[config.mk]
export PLATFORM = sky130hd
export DESIGN_NAME = kmr_key_match
export DESIGN_NICKNAME = d
export VERILOG_FILES = /design/src/sv/kmr_pkg.sv /design/src/sv/kmr_key_match.sv
export SDC_FILE = /design/constraint.sdc
export NUM_CORES = 1
export LEC_CHECK = 0
export BUFFER_PORTS_ARGS = -buffer_cell sky130_fd_sc_hd__buf_2
export CORE_UTILIZATION = 35
export DETAILED_ROUTE_END_ITERATION = 6
export PLACE_DENSITY = 0.88
export SYNTH_ARGS = -nofsm -noshare
export SYNTH_HDL_FRONTEND = slang
export SYNTH_SLANG_ARGS = --single-unit
[constraint.sdc]
create_clock -name vclk -period 1.5
set_input_delay 0.15 -clock vclk [all_inputs]
set_output_delay 0.15 -clock vclk [all_outputs]
set_load 0.01 [all_outputs]
[src/sv/kmr_pkg.sv]
package kmr_pkg;

    localparam int REC_DEPTH_DEF    = 64;
    localparam int FRAME_EVENTS_DEF = 16;

    localparam int CODE_W     = 16;
    localparam int FRAME_W    = 32;
    localparam int KEYREG_W   = 17;
    localparam int CFG_IDX_W  = 3;
    localparam int CFG_DATA_W = 17;

    typedef enum logic [1:0] {
        MODE_OFF  = 2'd0,
        MODE_REC  = 2'd1,
        MODE_PLAY = 2'd2
    } mode_t;

    localparam logic [1:0] SPEED_ONE   = 2'd0;
    localparam logic [1:0] SPEED_TRIM  = 2'd1;
    localparam logic [1:0] SPEED_FAST  = 2'd2;
    localparam logic [1:0] SPEED_SPARE = 2'd3;

    localparam logic [CFG_IDX_W-1:0] CFG_RECORD_KEY   = 3'd0;
    localparam logic [CFG_IDX_W-1:0] CFG_PLAYBACK_KEY = 3'd1;
    localparam logic [CFG_IDX_W-1:0] CFG_STOP_KEY     = 3'd2;
    localparam logic [CFG_IDX_W-1:0] CFG_SPEED_MODE   = 3'd3;
    localparam logic [CFG_IDX_W-1:0] CFG_LOOP_ENABLE  = 3'd4;
    localparam logic [CFG_IDX_W-1:0] CFG_BLOCK_ENABLE = 3'd5;

    typedef struct packed {
        logic [CODE_W-1:0] code;
        logic              ext;
        logic              rel;
    } key_ev_t;

    typedef struct packed {
        key_ev_t            ev;
        logic [FRAME_W-1:0] frame;
    } rec_ent_t;

    typedef struct packed {
        logic [KEYREG_W-1:0] record_key;
        logic [KEYREG_W-1:0] playback_key;
        logic [KEYREG_W-1:0] stop_key;
        logic [1:0]          speed_mode;
        logic                loop_enable;
        logic                block_enable;
    } cfg_t;

    typedef struct packed {
        logic rec;
        logic play;
        logic stop;
    } key_hit_t;

endpackage

[src/sv/kmr_key_match.sv]
module kmr_key_match (
    input  kmr_pkg::key_ev_t  ev,
    input  kmr_pkg::cfg_t     cfg_values,
    output kmr_pkg::key_hit_t hit
);
    import kmr_pkg::*;

    logic [KEYREG_W-1:0] ev_key;

    // Register layout: extended flag above the scancode
    assign ev_key   = {ev.ext, ev.code};
    assign hit.rec  = (ev_key == cfg_values.record_key);
    assign hit.play = (ev_key == cfg_values.playback_key);
    assign hit.stop = (ev_key == cfg_values.stop_key);
endmodule

# After elaboration in Yosys (flattened, before gate mapping)
# Cells that the tools add are included.
[op_classes]
n_eq_ne = 3
[ops]
columns = ["operator", "n"]
rows = [
  ["$eq A17 B17 Y1", 3],
]
[word_totals]
ff_bits = 0
in_bits = 73

# Logic depth before layout (Yosys ltp)
[depth]
depth_word = 1
depth_mapped = 4
mapped_depth_nobuf = 4

# Least setup slack after synthesis
# Ideal clock, no wire load.
[synth_timing]
path_type = "input-to-output"
start = "in ev[16] (netlist name)"
end = "out hit[0] (netlist name)"
t_arrival_ns = 0.895
slack_ns = 0.455
path_stages = 4
n_path_buf = 0
cell_sequence = "xor2_1 nor4_1 nand3_1 nor4_2"
[synth_lines]
columns = ["element", "line_no", "rtl"]
rows = [
  ["start, declared", "kmr_key_match.sv:2", "input kmr_pkg::key_ev_t ev,"],
  ["end, declared", "kmr_key_match.sv:4", "output kmr_pkg::key_hit_t hit"],
]

==> results.ini <==
[status]
outcome=finished clean

[layout]
seqCellArea_um2=0
numSequentialCells=0
antenna-diode-count=0
most_common_cell_after_layout_fill_and_taps_aside=sky130_fd_sc_hd__buf_2
layout-drive-gt1-share=0.536
finalNetCount=215
layoutNonFillerInstCount=156
post-route-cell-area_um2=952
final_cell_mix=71 x sky130_fd_sc_hd__buf_2, 39 x sky130_fd_sc_hd__xor2_1, 12 x sky130_fd_sc_hd__xnor2_1
final.clkbuf_count=0
final_util=0.632
flow.area_growth_from_synthesis_pct=66.9

[hold_path]
startpoint_of_the_worst_hold_path=cfg_values[17]
class_of_the_tightest_hold_or_removal_check=input pin to primary output
holdPathEnd=hit[0]
whs_path_depth=5

[setup_path]
critical_path_source=ev[9]
critical_path.endpoint_type=primary output
worstPathArrival_ps=1230
category_of_the_worst_setup_path_launch_point=input pin
criticalPathCategory=input pin to primary output
critPathMaxFanout=3
timing.critical_path.required_ps=1350

[timing]
fmax_mhz=727
slew_violations=0
worst_pin_slew_ps=305
finalSetupViolations=0
hold-worst-slack_ps=687
rsz0062_at_grt=no
finalCritPeriodShare=0.917
finalHoldViolCount=0
worst_max_slew_margin_expressed_relative_to_the_limit=0.795
totalNegativeSetupSlack_ps=0
final.min_clock_period_ps=1380

[place]
detailed_place_hpwl_um=1620
place.detailed.instances=156
place.gp.congestion=0.663
io_buffer_count=71
detailed_place.area_um2=946

[global_routing]
globalRouteTotalUtil=0.188
first_global_vias=701
grt_first_pass_wirelength_um=2690
antenna_violations_before_repair=0
overflow=0
grt_max_degree=4

[routing]
dr.first_iter.drc_count=0
totalWireLength_um=1720
route.detailed.wl_per_inst_um=11.0
remaining_drc_errors=0
drtAntennaViolNets=0
first_pass_iters=1
vias_per_cell=4.66
num_vias=727

[floorplan]
die-height_um=42.4
floorplan.io_pins=76
design.die.area_um2=1800
core_area_um2=1510
die_width_um=42.4
core.rowCount=14
effective_utilization_at_floorplan=0.379

[power]
power.ir.vdd_worst_v=0.000128
leakage_uw=0.000485
power.density_nw_per_um2=259

[yosys]
syn-cell-area_um2=571
synthCells=69
proportion_of_synthesized_chip_area_in_sequential_cells=0
yosysWarnings=0
synthesis.nets=142
synth.distinct_cells=7
synth_area_per_cell_um2=8.27

[flow_run]
max_cap_viol_count=0

[clock_tree]
postCtsSetupBuffers=0

[cell usage after synthesis]
cell / instances / area [µm²]
sky130_fd_sc_hd__xor2_1: 39 / 342
sky130_fd_sc_hd__xnor2_1: 12 / 105
sky130_fd_sc_hd__nor4_1: 6 / 37.5
sky130_fd_sc_hd__nand3_1: 3 / 15.0
sky130_fd_sc_hd__nand4_1: 3 / 18.8
sky130_fd_sc_hd__nor3_1: 3 / 15.0
sky130_fd_sc_hd__nor4_2: 3 / 37.5
[stage by stage]
stage	setup slack, ps	total power [µW]
finish	124	247
global route	7.67	272
CTS	61.1	248
detailed placement	66.1	246
global placement	92.2	238
floorplan	455	108
[where the power goes]
group,internal [µW],switching [µW]
sequential,0,0
clock,0,0
combinational,134,113
total,134,113
[timing repair]
action | 4_1_cts | 5_1_grt
hold buffers | 0 | 0
gates resized for setup | 0 | 1
setup endpoints to repair | 0 | 1
[cell families (layout without fill, tap and decap cells)]
kind of cell  after synthesis  after routing  synth area share
xor+xnor                   51             51             0.783
simple gates               18             18             0.217
buf+inv                     0             71                 0
[worst max-delay path by stage]
stage,to,slack (ps),depth (start not counted)
global route,hit[0],8,6
detailed placement,hit[1],70,6
global placement,hit[1],90,6
floorplan,hit[0],450,4
CTS,hit[1],60,6
finish,hit[0],120,6
[critical path, cell delays in order]
cell,delay [ps]
sky130_fd_sc_hd__buf_2,130
sky130_fd_sc_hd__xor2_1,160
sky130_fd_sc_hd__nor4_1,330
sky130_fd_sc_hd__nand3_1,150
sky130_fd_sc_hd__nor4_2,140
sky130_fd_sc_hd__buf_2,170
[per-layer routing]
layer | GRT usage | up-vias | wire [µm]
li1 | - | 380 | -
met1 | 0.208 | 313 | 633
met2 | 0.406 | 34 | 986
met3 | 0.00431 | 0 | 96
met4 | 0 | 0 | 0
met5 | 0 | - | 0
[area by class of cell]
cell class / count / area [µm²]
fill: 149 / 554
multi-input combinational: 69 / 577
tap: 16 / 20.0
timing repair buffer: 71 / 355
Note: power is estimated with default switching activity, not from simulation.
