### config.mk
export PLATFORM = sky130hd
export DESIGN_NAME = kmr_cfg_regs_flat
export DESIGN_NICKNAME = d
export VERILOG_FILES = /design/src/sv/kmr_pkg.sv /design/src/sv/kmr_cfg_if.sv /design/src/sv/kmr_cfg_regs.sv /design/src/flat_wrapper.sv
export SDC_FILE = /design/constraint.sdc
export NUM_CORES = 1
export LEC_CHECK = 0
export ABC_AREA = 1
export BUFFER_PORTS_ARGS = -buffer_cell sky130_fd_sc_hd__buf_2
export CORE_ASPECT_RATIO = 1.2
export CORE_UTILIZATION = 40
export CTS_CLUSTER_DIAMETER = 80
export DETAILED_ROUTE_END_ITERATION = 8
export PLACE_DENSITY = 0.65
export SYNTH_ARGS = -nofsm -noshare
export SYNTH_HDL_FRONTEND = slang
export SYNTH_SLANG_ARGS = --single-unit
### constraint.sdc
create_clock -name clk -period 0.9 [get_ports clk]
set_clock_uncertainty 0.1 [all_clocks]
set_input_delay 0.18 -clock clk [delete_from_list [all_inputs] [get_ports clk]]
set_output_delay 0.18 -clock clk [all_outputs]
set_load 0.02 [all_outputs]
### src/sv/kmr_pkg.sv
package kmr_pkg;

    localparam int REC_DEPTH_DEF    = 64;
    localparam int FRAME_EVENTS_DEF = 16;

    localparam int CODE_W     = 16;
    localparam int FRAME_W    = 32;
    localparam int KEYREG_W   = 17;
    localparam int CFG_IDX_W  = 3;
    localparam int CFG_DATA_W = 17;

    typedef enum logic [1:0] {
        MODE_OFF  = 2'd0,
        MODE_REC  = 2'd1,
        MODE_PLAY = 2'd2
    } mode_t;

    localparam logic [1:0] SPEED_ONE   = 2'd0;
    localparam logic [1:0] SPEED_TRIM  = 2'd1;
    localparam logic [1:0] SPEED_FAST  = 2'd2;
    localparam logic [1:0] SPEED_SPARE = 2'd3;

    localparam logic [CFG_IDX_W-1:0] CFG_RECORD_KEY   = 3'd0;
    localparam logic [CFG_IDX_W-1:0] CFG_PLAYBACK_KEY = 3'd1;
    localparam logic [CFG_IDX_W-1:0] CFG_STOP_KEY     = 3'd2;
    localparam logic [CFG_IDX_W-1:0] CFG_SPEED_MODE   = 3'd3;
    localparam logic [CFG_IDX_W-1:0] CFG_LOOP_ENABLE  = 3'd4;
    localparam logic [CFG_IDX_W-1:0] CFG_BLOCK_ENABLE = 3'd5;

    typedef struct packed {
        logic [CODE_W-1:0] code;
        logic              ext;
        logic              rel;
    } key_ev_t;

    typedef struct packed {
        key_ev_t            ev;
        logic [FRAME_W-1:0] frame;
    } rec_ent_t;

    typedef struct packed {
        logic [KEYREG_W-1:0] record_key;
        logic [KEYREG_W-1:0] playback_key;
        logic [KEYREG_W-1:0] stop_key;
        logic [1:0]          speed_mode;
        logic                loop_enable;
        logic                block_enable;
    } cfg_t;

    typedef struct packed {
        logic rec;
        logic play;
        logic stop;
    } key_hit_t;

endpackage

### src/sv/kmr_cfg_if.sv
interface kmr_cfg_if;
    logic                            valid;
    logic                            ready;
    logic [kmr_pkg::CFG_IDX_W-1:0]   index;
    logic [kmr_pkg::CFG_DATA_W-1:0]  data;

    modport source (output valid, index, data, input ready);
    modport sink   (input valid, index, data, output ready);
endinterface

### src/sv/kmr_cfg_regs.sv
module kmr_cfg_regs (
    input  logic          clk,
    input  logic          rst_n,
    kmr_cfg_if.sink       cfg,
    output kmr_pkg::cfg_t cfg_values
);
    import kmr_pkg::*;

    cfg_t cfg_reg;

    assign cfg.ready  = 1'b1;
    assign cfg_values = cfg_reg;

    always_ff @(posedge clk or negedge rst_n)
    begin
        if (!rst_n)
        begin
            cfg_reg.record_key   <= KEYREG_W'(59);
            cfg_reg.playback_key <= KEYREG_W'(60);
            cfg_reg.stop_key     <= KEYREG_W'(61);
            cfg_reg.speed_mode   <= SPEED_ONE;
            cfg_reg.loop_enable  <= 1'b0;
            cfg_reg.block_enable <= 1'b1;
        end
        else if (cfg.valid)
        begin
            unique case (cfg.index)
                CFG_RECORD_KEY:   cfg_reg.record_key   <= cfg.data[KEYREG_W-1:0];
                CFG_PLAYBACK_KEY: cfg_reg.playback_key <= cfg.data[KEYREG_W-1:0];
                CFG_STOP_KEY:     cfg_reg.stop_key     <= cfg.data[KEYREG_W-1:0];
                CFG_SPEED_MODE:   cfg_reg.speed_mode   <= cfg.data[1:0];
                CFG_LOOP_ENABLE:  cfg_reg.loop_enable  <= cfg.data[0];
                CFG_BLOCK_ENABLE: cfg_reg.block_enable <= cfg.data[0];
                default:          ;
            endcase
        end
    end
endmodule

### src/flat_wrapper.sv
// flat-port wrapper written by rule: the top's interface ports become plain ports
module kmr_cfg_regs_flat import kmr_pkg::*;
  (clk, rst_n, cfg_values, cfg_valid, cfg_index, cfg_data, cfg_ready);
  kmr_cfg_if cfg_i ();
  input  logic clk;
  input  logic rst_n;
  output kmr_pkg::cfg_t cfg_values;
  input wire logic [$bits(cfg_i.valid)-1:0] cfg_valid;
  input wire logic [$bits(cfg_i.index)-1:0] cfg_index;
  input wire logic [$bits(cfg_i.data)-1:0] cfg_data;
  output wire logic [$bits(cfg_i.ready)-1:0] cfg_ready;
  assign cfg_i.valid = cfg_valid;
  assign cfg_i.index = cfg_index;
  assign cfg_i.data = cfg_data;
  assign cfg_ready = cfg_i.ready;
  kmr_cfg_regs u_core (.clk(clk), .rst_n(rst_n), .cfg(cfg_i), .cfg_values(cfg_values));
endmodule
Word level (Yosys, flattened, before mapping)
Index checks and enable logic that the tools add are counted.
Operators by class
  bitwise logic cells: 0
  $lt $le $gt $ge: 0
  shift operators: 0
  add/subtract/negate cells: 0
  reduce and logical (&&, ||, !) cells: 7
  equality and inequality tests: 5
  multipliers: 0
  divide/modulo/power cells: 0
  mux-type cells: 0
Operators with widths (count)
  $reduce_and A2 Y1: 6
  $eq A3 B2 Y1 const B: 2
  $eq A3 B3 Y1 const B: 2
  $eq A3 B1 Y1 const B: 1
  $logic_not A3 Y1: 1
Storage, ports and cells
  word-level logic and storage cells: 18
  memories: 0
  memory bits (writable): 0
  bits in latches: 0
  memory bits (read-only): 0
  register bits after elaboration: 55

Depth between registers and ports, before layout
  depth in word-level cells: 2
  mapped depth: 7
  mapped depth without buffers: 5

Worst setup path after synthesis
Ideal clock, no wire load.
  path type: input to register
  from: input cfg_valid
  to: register u_core.cfg_reg, in the netlist u_core.cfg_values[27]
  required time: 0.683 ns
  arrival time: 0.823 ns
  stages on the path: 7
  path slack: -0.140 ns
  cells stage by stage: inv_1 -> nor2_4 -> buf_6 -> nand2_4 -> buf_2 -> nand2_1 -> nand2_1
On the way
  word-level cells in the longest chain between the ends: 1
Ends and longest elaborated chain
  start, declared: line flat_wrapper.sv:8  | input wire logic [$bits(cfg_i.valid)-1:0] cfg_valid;
  $reduce_and A2 Y1 (no line)
  end, declared: line kmr_cfg_regs.sv:9  | cfg_t cfg_reg;
Every way passes these cells.
A chain may end at the register's enable or synchronous reset.

Worst setup path in the final report
  from: register u_core.cfg_reg, in the netlist u_core.cfg_values[9]
  to: output cfg_values[9] (netlist name)
RTL lines
  end, declared: line flat_wrapper.sv:7  | output kmr_pkg::cfg_t cfg_values;
No word-level cell between the ends.

==> results by group <==
Synth
  • Sequential share of the synthesized area: 0.606
  • Cell count after synthesis: 253
  • Post-synthesis cell area: 2300 sq um
  • Synth warn: 0
  • Largest area contributor in the netlist: dfrtp_1
  • Synthesized flop and latch total: 55
  • Synth top area cells: dfrtp_1 44%, nand2_1 19%, dfstp_2 17%
  • Syn nets: 276
  • Netlist cell types: 14
  • Top-area cell type share of the netlist area: 0.435
  • Syn avg cell area: 9.09 sq um

Cells and area
  • Utilization after layout: 0.646
  • Design area: 3490 sq um
  • Layout cells sized above 1: 0.415
  • Layout area overhead: 51.8%
  • Filler instances: 450
  • Inserted Diodes: 0
  • Layout Nets: about 390
  • Max reg flops: 55

Clock tree
  • Clock-pin slew on the worst setup and hold paths: 100 ps
  • Root Driver: clkbuf_8
  • Worst skew pair latency: about 300 ps
  • Clk buf depth: 2
  • Clock sink total: between 50 and 60
  • H-tree levels: 2
  • TritonCTS Buffers: 5
  • CTS tree: done

Timing
  • # setup viols final: 58
  • Tcrit/Tclk final: 1.40
  • Worst setup margin: -357 ps
  • Final critical-path required period: 1260 ps
  • Peak Freq: 796 MHz
  • Max-slew violation count: 0
  • Final hold violation count: 0
  • RSZ-0062 raised after global routing: true

Critical path
  • Crit-path max cell delay: between 500 and 600 ps
  • Crit path launch type: flip-flop
  • Buf/Inv on CP: 1
  • Crit-path cells: buf_6
  • Worst path top cell family by delay: flip-flops
  • Slowest-stage cell, CP: dfstp_2
  • CP Capture Type: output port
  • Crit path kind: reg2out
  • Worst Path Max Fanout: 2
  • Required @ worst endpoint: between 600 and 700 ps
  • Critical Path AT: 980 ps

Global routing
  • Largest net degree at the start of global routing: 37
  • Grt total ovfl: 0
  • Initial antenna violation count: 0
  • Vias in the first global route: 1987
  • First-pass GRT wire length: roughly 9.5 mm
  • GRT Total Usage: 0.205

Status
  • Failing checks: design-rule violations, negative setup slack
  • Status: finished with violations

Floorplan
  • Die span in y: 85.1 microns
  • Die ar.: 6060 sq um
  • Core Area: 5410 sq um
  • Chip Width: 71.2 microns
  • Initial Util: 0.426
  • Rows: 29
  • Ports: 79

Detailed routing
  • Antenna Nets Post-Route: 0
  • Drt total wl: roughly 6 mm
  • Pre-antenna DRT Iters: 6
  • Number of vias per cell: 4.84
  • # DRC: 6
  • Initial drt markers: 162
  • Average wire per standard cell: 13.7 microns
  • Via count: 2073

Placed design
  • Placer Congestion: 0.775
  • Worst slack, placed: -274 ps
  • DP Area: 2850 sq um
  • Post-detail-place hpwl: 4.07 mm
  • IO buf count: 77

Flow run
  • Max Cap Viol: 0

Power and ir drop
  • Switching power: 0.00243 W
  • Internal Power: 0.00497 W
  • Reg power frac: 0.457
  • Power Density: 2120 nW/um^2
  • Switching share of power: 0.328
  • VDD IR-drop max: 1080 uV
  • Pleak: 1.89 nW
  • Comb power frac: 0.366
  • Share of power burned in the clock network: 0.176

Hold path
  • Worst Hold Class: in2reg
worst register-to-register path, delay by kind of cell (launching register included):
family / cells / cell delay (ps)
flip-flops: 1 / 400
AND/OR/NAND/NOR: 2 / 90
buffers and inverters: 2 / 260
layout make-up:
cell class / count / area (sq um) / share of cell area
Sequential cell: 55 / 1400 / 0.399
Clock inverter: 3 / 15.0 / 0.00430
Timing Repair Buffer: 120 / 1120 / 0.321
Multi-Input combinational cell: 178 / 788 / 0.226
Inverter: 5 / 26.3 / 0.00752
Clock buffer: 5 / 68.8 / 0.0197
Tap cell: 62 / 77.6 / 0.0222
layout by cell type, fill, tap and decap left out:
| cell | count |
|---|---|
| buf_12 | 5 |
| dlygate4sd3_1 | 1 |
| inv_2 | 2 |
| conb_1 | 1 |
| dfstp_2 | 15 |
| nand3_1 | 55 |
| nand2_1 | 115 |
| nand2_8 | 1 |
| nor2_4 | 3 |
| clkinv_2 | 3 |
| nand2_4 | 1 |
| inv_8 | 1 |
| inv_1 | 2 |
| buf_4 | 36 |
| clkbuf_8 | 5 |
| buf_2 | 22 |
| dfrtp_1 | 40 |
| nand2_2 | 1 |
| nor2_2 | 1 |
| buf_6 | 56 |
repair_timing:
item                                    CTS  global route
hold endpoints to repair                 46             0
endpoints found under the setup margin   55            58
gates resized for setup                 110             2
cloned                                    0             0
buffers inserted                         13            12
hold buffers                              1             0
worst paths after layout:
check | endpoint | depth (start not counted) | slack, ps | start
setup / recovery | cfg_values[9] | 1 | -360 | u_core.cfg_values[9]
hold / removal | u_core.cfg_values[26] | 3 | 6 | cfg_data[5]
setup reg to reg | u_core.cfg_values[31] | 4 | -60 | u_core.cfg_values[31]
hold reg to reg | u_core.cfg_values[42] | 2 | 370 | u_core.cfg_values[42]
max in group asynchronous | u_core.cfg_values[25] | 3 | 120 | rst_n
min in group asynchronous | u_core.cfg_values[15] | 3 | 280 | rst_n
metal layers:
metal,global-route usage,share of wire,wire [microns],vias to the layer above
met1,0.264,0.44,2560,985
li1,-,-,-,1022
met3,0.0321,0.039,231,8
met4,0.0800,0.019,112,0
met5,0,0,0,-
met2,0.344,0.51,2970,58
synthesized netlist by cell type, drive strengths merged:
library cell	number
buf	15
conb	1
dfrtp	40
dfstp	15
inv	5
nand2	118
nand3	55
nor2	4
through the flow:
stage                     instances  hold slack [ps]  total power (W)  setup TNS (ps)
after floorplan                 253             -216          0.00439           -3250
after global placement          394             71.7          0.00514          -11700
after detailed placement        394             75.7          0.00519          -12650
after CTS                       416             3.55          0.00731          -14660
after global routing            428             10.3          0.00782          -16210
final                           428             6.47          0.00740          -14230
power groups by stage:
stage | Sequential [W] | Combinational (W) | Clock [W]
after CTS | 0.00339 | 0.00257 | 0.00135
final | 0.00339 | 0.00271 | 0.00131
after detailed placement | 0.00332 | 0.00187 | 0
after global routing | 0.00343 | 0.00292 | 0.00147
after global placement | 0.00331 | 0.00183 | 0
after floorplan | 0.00390 | 0.000492 | 0
logic make-up after synthesis:
family | Yosys count | share of synthesized area
buffers and inverters | 20 | 0.0560
other | 1 | 0.00163
DFF | 55 | 0.606
and+or+nand+nor | 177 | 0.336
(Power assumes the default switching activity.)
