`config.mk`:
```
export PLATFORM = sky130hd
export DESIGN_NAME = kmr_res_buf_flat
export DESIGN_NICKNAME = d
export VERILOG_FILES = /design/src/sv/kmr_pkg.sv /design/src/sv/kmr_out_if.sv /design/src/sv/kmr_res_buf.sv /design/src/flat_wrapper.sv
export SDC_FILE = /design/constraint.sdc
export NUM_CORES = 1
export LEC_CHECK = 0
export BUFFER_PORTS_ARGS = -buffer_cell sky130_fd_sc_hd__buf_2
export CELL_PAD_IN_SITES_DETAIL_PLACEMENT = 1
export CELL_PAD_IN_SITES_GLOBAL_PLACEMENT = 2
export CORE_ASPECT_RATIO = 0.5
export CORE_MARGIN = 2
export CORE_UTILIZATION = 40
export DETAILED_ROUTE_END_ITERATION = 8
export PLACE_DENSITY_LB_ADDON = 0.1
export SLEW_MARGIN = 20
export SYNTH_ARGS = -nofsm -noshare
export SYNTH_HDL_FRONTEND = slang
export SYNTH_SLANG_ARGS = --single-unit
```
`constraint.sdc`:
```
create_clock -name clk -period 2 [get_ports clk]
set_input_delay 0.3 -clock clk [delete_from_list [all_inputs] [get_ports clk]]
set_output_delay 0.3 -clock clk [all_outputs]
set_load 0.05 [all_outputs]
```
`src/sv/kmr_pkg.sv`:
```
package kmr_pkg;

    localparam int REC_DEPTH_DEF    = 64;
    localparam int FRAME_EVENTS_DEF = 16;

    localparam int CODE_W     = 16;
    localparam int FRAME_W    = 32;
    localparam int KEYREG_W   = 17;
    localparam int CFG_IDX_W  = 3;
    localparam int CFG_DATA_W = 17;

    typedef enum logic [1:0] {
        MODE_OFF  = 2'd0,
        MODE_REC  = 2'd1,
        MODE_PLAY = 2'd2
    } mode_t;

    localparam logic [1:0] SPEED_ONE   = 2'd0;
    localparam logic [1:0] SPEED_TRIM  = 2'd1;
    localparam logic [1:0] SPEED_FAST  = 2'd2;
    localparam logic [1:0] SPEED_SPARE = 2'd3;

    localparam logic [CFG_IDX_W-1:0] CFG_RECORD_KEY   = 3'd0;
    localparam logic [CFG_IDX_W-1:0] CFG_PLAYBACK_KEY = 3'd1;
    localparam logic [CFG_IDX_W-1:0] CFG_STOP_KEY     = 3'd2;
    localparam logic [CFG_IDX_W-1:0] CFG_SPEED_MODE   = 3'd3;
    localparam logic [CFG_IDX_W-1:0] CFG_LOOP_ENABLE  = 3'd4;
    localparam logic [CFG_IDX_W-1:0] CFG_BLOCK_ENABLE = 3'd5;

    typedef struct packed {
        logic [CODE_W-1:0] code;
        logic              ext;
        logic              rel;
    } key_ev_t;

    typedef struct packed {
        key_ev_t            ev;
        logic [FRAME_W-1:0] frame;
    } rec_ent_t;

    typedef struct packed {
        logic [KEYREG_W-1:0] record_key;
        logic [KEYREG_W-1:0] playback_key;
        logic [KEYREG_W-1:0] stop_key;
        logic [1:0]          speed_mode;
        logic                loop_enable;
        logic                block_enable;
    } cfg_t;

    typedef struct packed {
        logic rec;
        logic play;
        logic stop;
    } key_hit_t;

endpackage

```
`src/sv/kmr_out_if.sv`:
```
interface kmr_out_if;
    logic                          valid;
    logic                          ready;
    logic [kmr_pkg::CODE_W-1:0]    out_code;
    logic                          out_extended;
    logic                          out_release;
    logic                          last;
    logic [1:0]                    mode_now;

    modport source (output valid, out_code, out_extended, out_release, last, mode_now,
                    input ready);
    modport sink   (input valid, out_code, out_extended, out_release, last, mode_now,
                    output ready);
endinterface

```
`src/sv/kmr_res_buf.sv`:
```
module kmr_res_buf #(
    parameter  int DEPTH = kmr_pkg::REC_DEPTH_DEF,
    localparam int AW    = (DEPTH > 1) ? $clog2(DEPTH) : 1
) (
    input  logic             clk,
    input  logic             rst_n,
    input  logic             wr_en,
    input  logic [AW-1:0]    wr_addr,
    input  kmr_pkg::key_ev_t wr_data,
    input  logic [AW-1:0]    rd_addr,
    input  logic             push,
    input  logic             push_last,
    input  kmr_pkg::mode_t   push_mode,
    output logic             free,
    kmr_out_if.source        res
);
    import kmr_pkg::*;

    key_ev_t mem [DEPTH];
    key_ev_t rd_reg;
    logic    valid_reg;
    key_ev_t ev_reg;
    logic    last_reg;
    mode_t   mode_reg;

    always_ff @(posedge clk)
    begin
        if (wr_en)
        begin
            mem[wr_addr] <= wr_data;
        end
        rd_reg <= mem[rd_addr];
    end

    assign free = !valid_reg || res.ready;

    always_ff @(posedge clk or negedge rst_n)
    begin
        if (!rst_n)
        begin
            valid_reg <= 1'b0;
        end
        else if (push)
        begin
            valid_reg <= 1'b1;
        end
        else if (res.ready)
        begin
            valid_reg <= 1'b0;
        end
    end

    always_ff @(posedge clk)
    begin
        if (push)
        begin
            ev_reg   <= rd_reg;
            last_reg <= push_last;
            mode_reg <= push_mode;
        end
    end

    assign res.valid        = valid_reg;
    assign res.out_code     = ev_reg.code;
    assign res.out_extended = ev_reg.ext;
    assign res.out_release  = ev_reg.rel;
    assign res.last         = last_reg;
    assign res.mode_now     = 2'(mode_reg);
endmodule

```
`src/flat_wrapper.sv`:
```
// flat-port wrapper written by rule: the top's interface ports become plain ports
module kmr_res_buf_flat import kmr_pkg::*;
#(
    parameter  int DEPTH = kmr_pkg::REC_DEPTH_DEF,
    localparam int AW    = (DEPTH > 1) ? $clog2(DEPTH) : 1
)
  (clk, rst_n, wr_en, wr_addr, wr_data, rd_addr, push, push_last, push_mode, free, res_valid, res_out_code, res_out_extended, res_out_release, res_last, res_mode_now, res_ready);
  kmr_out_if res_i ();
  input  logic clk;
  input  logic rst_n;
  input  logic wr_en;
  input  logic [AW-1:0] wr_addr;
  input  kmr_pkg::key_ev_t wr_data;
  input  logic [AW-1:0] rd_addr;
  input  logic push;
  input  logic push_last;
  input  kmr_pkg::mode_t push_mode;
  output logic free;
  output wire logic [$bits(res_i.valid)-1:0] res_valid;
  output wire logic [$bits(res_i.out_code)-1:0] res_out_code;
  output wire logic [$bits(res_i.out_extended)-1:0] res_out_extended;
  output wire logic [$bits(res_i.out_release)-1:0] res_out_release;
  output wire logic [$bits(res_i.last)-1:0] res_last;
  output wire logic [$bits(res_i.mode_now)-1:0] res_mode_now;
  input wire logic [$bits(res_i.ready)-1:0] res_ready;
  assign res_valid = res_i.valid;
  assign res_out_code = res_i.out_code;
  assign res_out_extended = res_i.out_extended;
  assign res_out_release = res_i.out_release;
  assign res_last = res_i.last;
  assign res_mode_now = res_i.mode_now;
  assign res_i.ready = res_ready;
  kmr_res_buf #(.DEPTH(DEPTH)) u_core (.clk(clk), .rst_n(rst_n), .wr_en(wr_en), .wr_addr(wr_addr), .wr_data(wr_data), .rd_addr(rd_addr), .push(push), .push_last(push_last), .push_mode(push_mode), .free(free), .res(res_i));
endmodule
```
[After elaboration in Yosys (flattened, before gate mapping)]
Memory sizes are Yosys's and may differ from the RTL's. A register that Yosys moved wholly into a read port is not among the register bits.
Cells that the tools add are included.
Word-level totals
  RAM bits: 1152
  bits in latches: 0
  output and inout bits: 23
  bits in read-only memories: 0
  bits in registers: 22
  logic and storage cells: 14
  memories kept: 1
  input port bits: 38
Memory list
  u_core.mem: words 64, width 18, read ports 1, clocked after memory_dff 1, write ports 1, RTL line kmr_res_buf.sv:19  | key_ev_t mem [DEPTH];
Cells by class
  add/subtract/negate cells: 0
  shift operators: 0
  multiplexer cells: 4
  bitwise gates (word level): 0
  eq/ne operators: 0
  reduce and logical (&&, ||, !) cells: 3
  magnitude comparators: 0
  multipliers: 0
  divide/modulo/power cells: 0
Operators by type and width (count)
  1-bit 2-to-1 mux: 4
  2-bit nonzero test: 1
  1-bit zero test: 1
  1-bit logical OR: 1

[Longest topological paths before layout]
  word-level depth: 2
  gate-level depth with buffers: 9
  depth with buffers taken out: 5

[Least setup slack after synthesis]
No wires, ideal clock.
  path kind: input-to-reg
  start: input port wr_addr[3]
  end: memory u_core.mem[48][0] in the netlist's numbering (enable)
  cell stages on the path: 4
  setup slack: -0.475 ns
  path buffers: 1
  required time: 1.584 ns
  setup time: 0.416 ns
  data arrival time: 2.060 ns
  cell sequence: clkbuf_1 -> nor2b_1 -> nand4b_1 -> nor3_1
RTL lines
  start: declaration: RTL line flat_wrapper.sv:12  | input logic [AW-1:0] wr_addr;
  end: declaration: RTL line kmr_res_buf.sv:19
Straight into the memory's write port.

==> impl_metrics.json <==
{
  "outcome": "completed",
  "largest_reg_flops": 1152,
  "cts_num_sinks": 1192,
  "hpwl_mm": 80.80,
  "cp_max_fo": 18,
  "power_mw": 52.60,
  "drt-initial-drc-count": 2455,
  "cts_root_buffer": "clkbuf_16",
  "overflow": 0,
  "arrival_ns": 2.54,
  "power_frac_clock_pct": 40.4,
  "clockBufferDepth": 3,
  "worstMarginPinSlew_ns": 0.9107,
  "dr.pass1.iters": 5,
  "synth.net_count": 2042,
  "synthCells": 2004,
  "combPwrFrac_pct": 6.7,
  "fin_util_pct": 48.74,
  "syn_area_per_cell_sq_um": 22.68,
  "worst-setup-path-type": "input pin to register",
  "yosys.cell_types.count": 42,
  "cts-htree-levels": 3,
  "p_per_area_nw_per_um2": 957.9,
  "io_buffers": 60,
  "ys_seq_area_share_pct": 78.35,
  "coreArea_sq_um": 112700,
  "drt_wl_total_mm": 129.7,
  "cts_tree": "done",
  "timing.fmax_mhz": 510.2,
  "numCtsBuffers": 108,
  "hold_violations": 0,
  "die_area_sq_um": 116500,
  "drc": 0,
  "rows": 87,
  "slew_viol_final": 0,
  "p_sw_mw": 11.65,
  "rsz0062_at_grt": "false",
  "swShare_pct": 22.15,
  "async_flop_share_pct": 0.08389,
  "syn_area_sq_um": 45450,
  "grt_first_pass_wirelength_mm": 183.8,
  "internal_power_mw": 40.95,
  "layout_commonest_cell": "edfxtp_1",
  "yosysWarnings": 0,
  "num_io_pins": 61,
  "final_cell_mix": "edfxtp_1, mux4_2, buf_4",
  "drive_above_1_share_pct": 39.43,
  "viasPerCell": 5.622,
  "setup-violations-final": 0,
  "initial_core_util_pct": 40.34,
  "die_h_um": 242.4,
  "place_congestion": 0.7820,
  "maxCapViolations": 0,
  "clock_latency_ns": 0.73,
  "cp.required_ns": 2.58,
  "synth_edf_count": 1173,
  "clk_pin_slew_worst_paths_ns": 0.07,
  "num_antenna_cells": 0,
  "grt_max_degree": 65,
  "ys.flop_type": "edfxtp_1",
  "min_period_ns": 1.960,
  "p_seq_share_pct": 52.9,
  "cp-end-kind": "register",
  "fin_nets": 2445,
  "max_slew_margin_pct": 39.28,
  "period_share_pct": 98.00,
  "first_global_vias": 23410,
  "track_usage_pct": 22.56,
  "fin_skew_ns": 0.03150,
  "num_vias": 22520,
  "routedWlPerCell_um": 32.37,
  "antenna_found_initial": 7,
  "leakage_nw": 17.76,
  "synth_seq_cells": 1192,
  "area_growth_pct": 20.81,
  "ir_drop_mv": 0.6202,
  "ant_nets": 0,
  "worstSetupStartpointType": "input pin",
  "hold_class": "input pin to register",
  "die_w_um": 480.7
}
-- worst max-delay path, cell delays in order --
cell     delay (ns)
buf_8          0.19
buf_12         0.23
buf_12         0.20
buf_4          0.18
mux4_2         0.51
mux2_2         0.30
o22ai_1        0.46
o22ai_1        0.12
-- power groups by stage --
stage | clock, mW | sequential [mW] | combinational (mW)
4_1_cts | 21.7 | 27.8 | 3.54
2_1_floorplan | 0 | 28.4 | 1.40
3_5_place_dp | 0 | 28.4 | 3.51
6_report | 21.3 | 27.8 | 3.51
5_1_grt | 22.6 | 27.8 | 3.70
3_3_place_gp | 0 | 28.4 | 3.47
-- cells by family after synthesis --
kind of cell,synth area share (%)
flops,78.35
mux,16.46
compound gates,2.400
simple gates,1.401
buf+inv,1.393
-- area by class of cell --
class | count | area, sq um
Multi-Input combinational cell | 700 | 9478
Sequential cell | 1192 | 35610
Timing Repair Buffer | 404 | 4378
Inverter | 1 | 3.754
Clock inverter | 60 | 636.9
Tap cell | 1513 | 1893
Clock buffer | 136 | 2910
Fill cell | 9946 | 57760
-- metrics by stage --
stage	instances	area (sq um)	setup WS [ns]	hold WS, ns	TNS, ns
floorplan	2004	45530	-0.3446	0.004409	-101.17
detailed placement	3803	51190	-0.8204	0.07743	-9.825
finish	4006	54910	0.04004	0.07626	0
CTS	4006	54860	0.01793	0.04948	0
global route	4006	54910	0.003203	0.06793	0
global placement	3803	51190	-0.8014	0.07423	-9.565
-- layer usage --
layer,wire length [um],GRT usage [%],share of wire [%]
met4,1967,3.996,1.5
met1,61090,34.41,47
met3,6659,3.733,5.1
met5,0,0,0
met2,59960,34.50,46
-- path summary, 6_finish.rpt --
path / from / to / slack, ns / depth (start not counted)
min in group asynchronous: rst_n / u_core.res.valid / 0.44 / 3
setup reg to reg: u_core.mem[26][9] / u_core.rd_reg[9] / 0.06 / 7
hold reg to reg: u_core.rd_reg[0] / u_core.res.out_release / 0.41 / 0
max in group asynchronous: rst_n / u_core.res.valid / 1.46 / 3
setup / recovery: rd_addr[0] / u_core.rd_reg[14] / 0.04 / 8
hold / removal: wr_data[7] / u_core.mem[60][7] / 0.08 / 2
-- synth_stat cells, drive strengths merged (4+ instances only) --
master     n  area, sq um
a211oi     7        52.55
a21o      13        97.59
a21oi      8        40.04
a221oi    17        148.9
a22oi     13        97.59
buf       77        501.7
clkbuf    34        127.6
dfxtp     18        360.4
edfxtp  1173        35220
mux2      83        934.7
mux2i     78        780.8
mux4     256         5766
nand2     10        37.54
nand2b     8        50.05
nand3     10        50.05
nand3b     4        30.03
nor2      70        262.8
nor2b     11        68.82
nor3       5        25.02
o211ai     5        37.54
o21ai      6        30.02
o221ai    26        227.7
o22ai     48        300.3
-- repair_timing --
item | 4_1_cts | 5_1_grt
gates resized for setup | 10 | 7
endpoints found under the setup margin | 8 | 7
setup buffers | 0 | 0
hold endpoints to repair | 20 | 0
hold buffers | 7 | 0
Note: power is estimated with default switching activity, not from simulation.
